### src/rtl/ths_pkg.sv
// ============================================================================
// ths_pkg: triaxial hexatorus point package
// Payload types, fixed-point constants and the stage records shared by the
// sine cells and the divider cells.
// ============================================================================
package ths_pkg;

    // Pi in Q2.30 radians, one in Q1.30, sqrt(2) in Q1.15.
    localparam logic [31:0] PI_Q30    = 32'd3373259426;
    localparam logic [30:0] ONE_Q30   = 31'd1073741824;
    localparam logic [17:0] SQRT2_Q15 = 18'd46341;

    // Divisors of the Horner steps of the odd sine polynomial, in order.
    localparam int unsigned POLY_DIV [4] = '{72, 42, 20, 6};

    // Quotient bits produced by the divider chain; anything wider saturates.
    localparam int unsigned QUO_BITS = 25;
    localparam int unsigned DEN_BITS = 18;

    localparam logic [23:0] OUT_MAX = 24'h7FFFFF;
    localparam logic [23:0] OUT_MIN = 24'h800000;

    typedef struct packed {
        logic signed [15:0] angle_u;
        logic signed [15:0] angle_v;
    } t_in;

    typedef struct packed {
        logic signed [23:0] coord_x;
        logic signed [23:0] coord_y;
        logic signed [23:0] coord_z;
    } t_out;

    // One Horner step of the sine polynomial.
    typedef struct packed {
        logic        neg;
        logic [30:0] x;
        logic [31:0] x2;
        logic [30:0] t;
    } t_poly;

    // One restoring division step.
    typedef struct packed {
        logic                neg;
        logic                ovf;
        logic [DEN_BITS-1:0] rem;
        logic [DEN_BITS-1:0] den2;
        logic [QUO_BITS-1:0] num_lo;
        logic [QUO_BITS-1:0] quo;
    } t_div;

endpackage

### src/rtl/ths_div_cell.sv
// ============================================================================
// ths_div_cell: one restoring division step
// Shifts in the next numerator bit, subtracts the divisor when it fits and
// appends one quotient bit.
// ============================================================================
module ths_div_cell (
    input  logic          i_clk,
    input  ths_pkg::t_div i_cell,
    output ths_pkg::t_div o_cell
);

    localparam int unsigned DB = ths_pkg::DEN_BITS;
    localparam int unsigned QB = ths_pkg::QUO_BITS;

    ths_pkg::t_div r_cell;
    logic [DB:0]   trial;
    logic          fits;

    always_comb begin
        trial = {i_cell.rem, i_cell.num_lo[QB-1]};
        fits  = trial >= (DB+1)'(i_cell.den2);
    end

    always_ff @(posedge i_clk) begin
        r_cell.neg    <= i_cell.neg;
        r_cell.ovf    <= i_cell.ovf;
        r_cell.den2   <= i_cell.den2;
        r_cell.rem    <= fits ? DB'(trial - (DB+1)'(i_cell.den2)) : trial[DB-1:0];
        r_cell.num_lo <= {i_cell.num_lo[QB-2:0], 1'b0};
        r_cell.quo    <= {i_cell.quo[QB-2:0], fits};
    end

    assign o_cell = r_cell;

endmodule

### src/rtl/ths_coord.sv
// ============================================================================
// ths_coord: one coordinate from a sine and a cosine
// radius * sine over (sqrt2 + cosine), rounded to nearest and saturated,
// through a chain of restoring division cells.
// ============================================================================
module ths_coord #(
    parameter int unsigned OUT_FRAC_BITS = 12
) (
    input  logic               i_clk,
    input  logic [15:0]        i_radius,
    input  logic signed [15:0] i_sin,
    input  logic signed [15:0] i_cos,
    output logic signed [23:0] o_coord
);

    localparam int unsigned QB = ths_pkg::QUO_BITS;
    localparam int unsigned DB = ths_pkg::DEN_BITS;
    localparam int unsigned NW = OUT_FRAC_BITS + 25;

    logic [30:0]   r_mag;
    logic          r_neg;
    logic [16:0]   r_den;
    ths_pkg::t_div r_head;
    ths_pkg::t_div w_chain [QB+1];
    logic signed [23:0] r_out;

    logic signed [32:0] prod;
    logic [32:0]        prod_mag;
    logic signed [17:0] dsum;
    logic [NW-1:0]      num;
    logic [NW-1:0]      num_hi;
    logic [DB-1:0]      den2;
    logic [QB-1:0]      quo;

    always_comb begin
        prod     = $signed({1'b0, i_radius}) * 33'(i_sin);
        prod_mag = prod[32] ? 33'(-prod) : 33'(prod);
        dsum     = $signed(ths_pkg::SQRT2_Q15) + 18'(i_cos);
        // Rounded quotient (2*mag + den) / (2*den).
        num      = (NW'(r_mag) << (OUT_FRAC_BITS - 7)) + NW'(r_den);
        num_hi   = num >> QB;
        den2     = {r_den, 1'b0};
        quo      = w_chain[QB].quo;
    end

    always_ff @(posedge i_clk) begin
        r_mag          <= prod_mag[30:0];
        r_neg          <= prod[32];
        r_den          <= dsum[16:0];
        r_head.neg     <= r_neg;
        r_head.ovf     <= num_hi >= NW'(den2);
        r_head.rem     <= num_hi[DB-1:0];
        r_head.den2    <= den2;
        r_head.num_lo  <= num[QB-1:0];
        r_head.quo     <= '0;
        if (w_chain[QB].neg) begin
            if (w_chain[QB].ovf || quo > (QB'(1) << 23)) begin
                r_out <= ths_pkg::OUT_MIN;
            end else begin
                r_out <= -$signed(quo[23:0]);
            end
        end else begin
            if (w_chain[QB].ovf || quo > QB'(ths_pkg::OUT_MAX)) begin
                r_out <= ths_pkg::OUT_MAX;
            end else begin
                r_out <= $signed(quo[23:0]);
            end
        end
    end

    assign w_chain[0] = r_head;

    for (genvar k = 0; k < QB; k++) begin : g_cell
        ths_div_cell u_cell (
            .i_clk  (i_clk),
            .i_cell (w_chain[k]),
            .o_cell (w_chain[k+1])
        );
    end

    assign o_coord = r_out;

endmodule

### config.mk
export PLATFORM = sky130hd
export DESIGN_NAME = ths_coord
export DESIGN_NICKNAME = d
export VERILOG_FILES = /design/src/rtl/ths_pkg.sv /design/src/rtl/ths_div_cell.sv /design/src/rtl/ths_coord.sv
export SDC_FILE = /design/constraint.sdc
export NUM_CORES = 2
export LEC_CHECK = 0
export BUFFER_PORTS_ARGS = -buffer_cell sky130_fd_sc_hd__clkbuf_2
export CAP_MARGIN = 20
export CORE_UTILIZATION = 30
export DETAILED_ROUTE_END_ITERATION = 6
export HOLD_SLACK_MARGIN = 0.08
export SLEW_MARGIN = 20
export SYNTH_ARGS = -nofsm -noshare
export SYNTH_HDL_FRONTEND = slang
export SYNTH_HIERARCHICAL = 1
export SYNTH_SLANG_ARGS = --single-unit
### constraint.sdc
create_clock -name i_clk -period 23 [get_ports i_clk]
set_input_delay 4.6 -clock i_clk [delete_from_list [all_inputs] [get_ports i_clk]]
set_output_delay 4.6 -clock i_clk [all_outputs]
set_load 0.05 [all_outputs]
==> flow_metrics.py <==
metrics = {
    "worst_setup_path": {
        "timing.rr.end": "r_head[86]",
        "startpoint": "i_radius[7]",
        "crit_path_end_kind": "flop",
        "crit_end": "r_mag[18]",
        "crit_family": "adder cells",
        "cp_slowest_stage_delay_ps": 640,
        "crit_required_ps": 23660,
        "crit_cells": 24,
        "startpoint_type": "input pin",
        "crit_buf_inv": 6,
        "crit_chain": "clkbuf_2, and2_1, fa_1, inv_1, fa_1, fa_1, inv_1, fa_1, fa_1, inv_1, fa_1, inv_1, ha_1, a21oi_1, o21ai_0, a21oi_1, a211oi_2, o31ai_2, o311a_1, nor3_2, xnor2_4, inv_1, nand2_1, xnor2_1",
        "crit_path_max_fanout": 29,
        "cp_common_cell": "fa_1",
        "rr_startpoint": "r_den[5]",
        "crit_type": "input pin to flop",
        "cp_slowest_cell": "xnor2_4",
        "r2r_slack_ps": 17760,
        "crit_arrival_ps": 11520,
        "worstRegToRegCells": 24,
    },
    "synthesis": {
        "avgSynthCellArea_um2": 10.2,
        "syn_inst": 7640,
        "synth_warnings": 6,
        "syn-cell-area_mm2": 0.0783,
    },
    "placed_design": {
        "dpl.cell_count": 10900,
        "hpwl_um": 136000,
        "place_congestion": 0.871,
        "numPortBuffers": 72,
    },
    "cts": {
        "ctsHoldBuffers": 0,
        "cts_max_path_buffers": 3,
        "tritoncts": "built",
        "cts.sinks": 1663,
        "cts_buffers": 162,
        "cts_root_buf": "clkbuf_16",
        "htreeDepth": 4,
        "clk_pin_slew_ps": 60,
        "clock_latency_ps": 820,
        "postCtsSetupBuffers": 0,
        "cts_resized": 0,
    },
    "die": {
        "die_w_um": 513,
        "die_area_mm2": 0.263,
        "core_area_mm2": 0.259,
        "boundaryPins": 73,
        "die_h_um": 513,
        "initial_core_util_pct": 30.2,
        "row_count": 187,
    },
    "sta": {
        "tns_ps": 0,
        "drv_slew": 0,
        "worst_pin_slew_ps": 1120,
        "relSlewSlack_pct": 25.4,
        "finalCritPeriodShare_pct": 47.2,
        "max_freq_ghz": 0.0921,
        "grt_setup_unrepaired": "no",
        "period_minus_slack_ps": 10860,
        "setup_viol": 0,
        "skew_ps": 47.9,
        "hold_violations": 0,
    },
    "power_and_ir_drop": {
        "power.density_mw_per_mm2": 179,
        "total_power_w": 0.0155,
        "vdd_drop_max_mv": 0.222,
        "p_leak_nw": 38.6,
    },
    "global_route": {
        "antenna_found_initial": 3,
        "grt_overflow": 0,
        "grt_use_total_pct": 13.2,
        "grt_pass1_wl_um": 284000,
        "grt_start_max_net_pins": 45,
        "grt_pass1_vias": 53900,
    },
    "layout": {
        "finalNonFillerCells": 11200,
        "fin_nets": 8541,
        "drive_above_1_share_pct": 12.3,
        "syn2layout_area_growth_pct": 10.9,
    },
    "drt": {
        "drcViolationCount": 0,
        "dr.pass1.iters": 5,
        "ant_nets": 0,
        "wl_per_cell_um": 15.5,
        "via_per_inst": 4.69,
        "vias": 52700,
        "wl_um": 174000,
        "dr.first_iter.drc_count": 3011,
    },
    "worst_hold_path": {
        "worstHoldPathType": "flop to flop",
        "hold_start": "g_cell[6].u_cell/o_cell[5]",
    },
    "outcome": {
        "status": "finished, final reports clean",
    },
    "flow_run": {
        "max-cap-violations": 0,
    },
}
state kept, by name (all words and copies together) (netlist names):
signal / flops
g_cell.u_cell/o_cell: 1539
r_head: 51
r_den: 17
r_mag: 31
r_neg: 1
o_coord: 24
how the worst min path moves through the flow:
stage                                   to  slack [ps]  cells past startpoint
6_report        g_cell[7].u_cell/o_cell[6]         300                      0
5_1_grt         g_cell[7].u_cell/o_cell[6]         300                      0
4_1_cts         g_cell[7].u_cell/o_cell[6]         290                      0
3_5_place_dp   g_cell[10].u_cell/o_cell[1]         310                      0
3_3_place_gp   g_cell[15].u_cell/o_cell[3]         310                      0
2_1_floorplan  g_cell[0].u_cell/o_cell[31]         310                      0
metrics by stage:
step / worst slack, ps / util [%] / cell area [um^2] / hold WS (ps)
final: 12140 / 33.4 / 86800 / 297
after global routing: 11660 / 33.4 / 86800 / 302
after CTS: 12250 / 33.4 / 86800 / 292
after detailed placement: 11380 / 31.3 / 81100 / 312
after global placement: 11080 / 31.2 / 81100 / 310
after floorplan: 12230 / - / 78300 / 310
power breakdown:
part	internal [W]	switching [W]	total, W
registers	0.00396	0.000506	0.00447
clock network	0.00159	0.00116	0.00275
logic	0.00369	0.00461	0.00830
total	0.00924	0.00627	0.0155
layout make-up:
class                   instances  area [um^2]
repair buffers                 73          368
clock inverters                80         1100
inverters                     854         3210
flip-flops and latches       1663        33300
clock buffers                 221         4570
diodes                         11         27.5
fillers                     26000       173000
well taps                    3402         4260
multi-input cells            4920        40000
placed cells by master (no fill, tap or decap), types with 116 or more instances in the layout:
cell and n:
mux2_2 233, ha_1 599, o21ai_0 216, nand2_1 540
a21oi_1 341, mux2_4 116, and2_1 132, a21o_1 142
xnor2_1 223, dfxtp_1 1663, nor3_1 151, inv_1 853
fa_1 219, nor2_1 392, xor2_1 128, nand3_1 166
clkbuf_16 164
worst reg2reg max path, stage by stage, from the launching register on:
cell       delay, ps
dfxtp_1          550
ha_1             250
inv_1             60
fa_1             400
nor2b_1          130
o21ai_0          100
a21boi_0         250
o21ai_0          140
a21boi_0         330
o2111ai_1        190
nand3_1          260
nand3_1          300
nor3_1           280
xor2_1           150
ha_1             310
nand4_1          110
nor2_1           100
nor2_1            40
a21boi_0         160
o21a_1           130
o21ai_0           60
nand2b_1          80
a21oi_1           60
o21a_1           210
a21oi_1          400
per-layer routing:
metal	track usage [%]	vias up	share of wire, %
met5	0	-	0
met4	4.52	0	2.8
met3	1.85	263	3.6
met2	23.4	931	49
met1	16.1	25100	44
li1	-	26400	-
No activity file was read; power rests on OpenSTA's default activity.
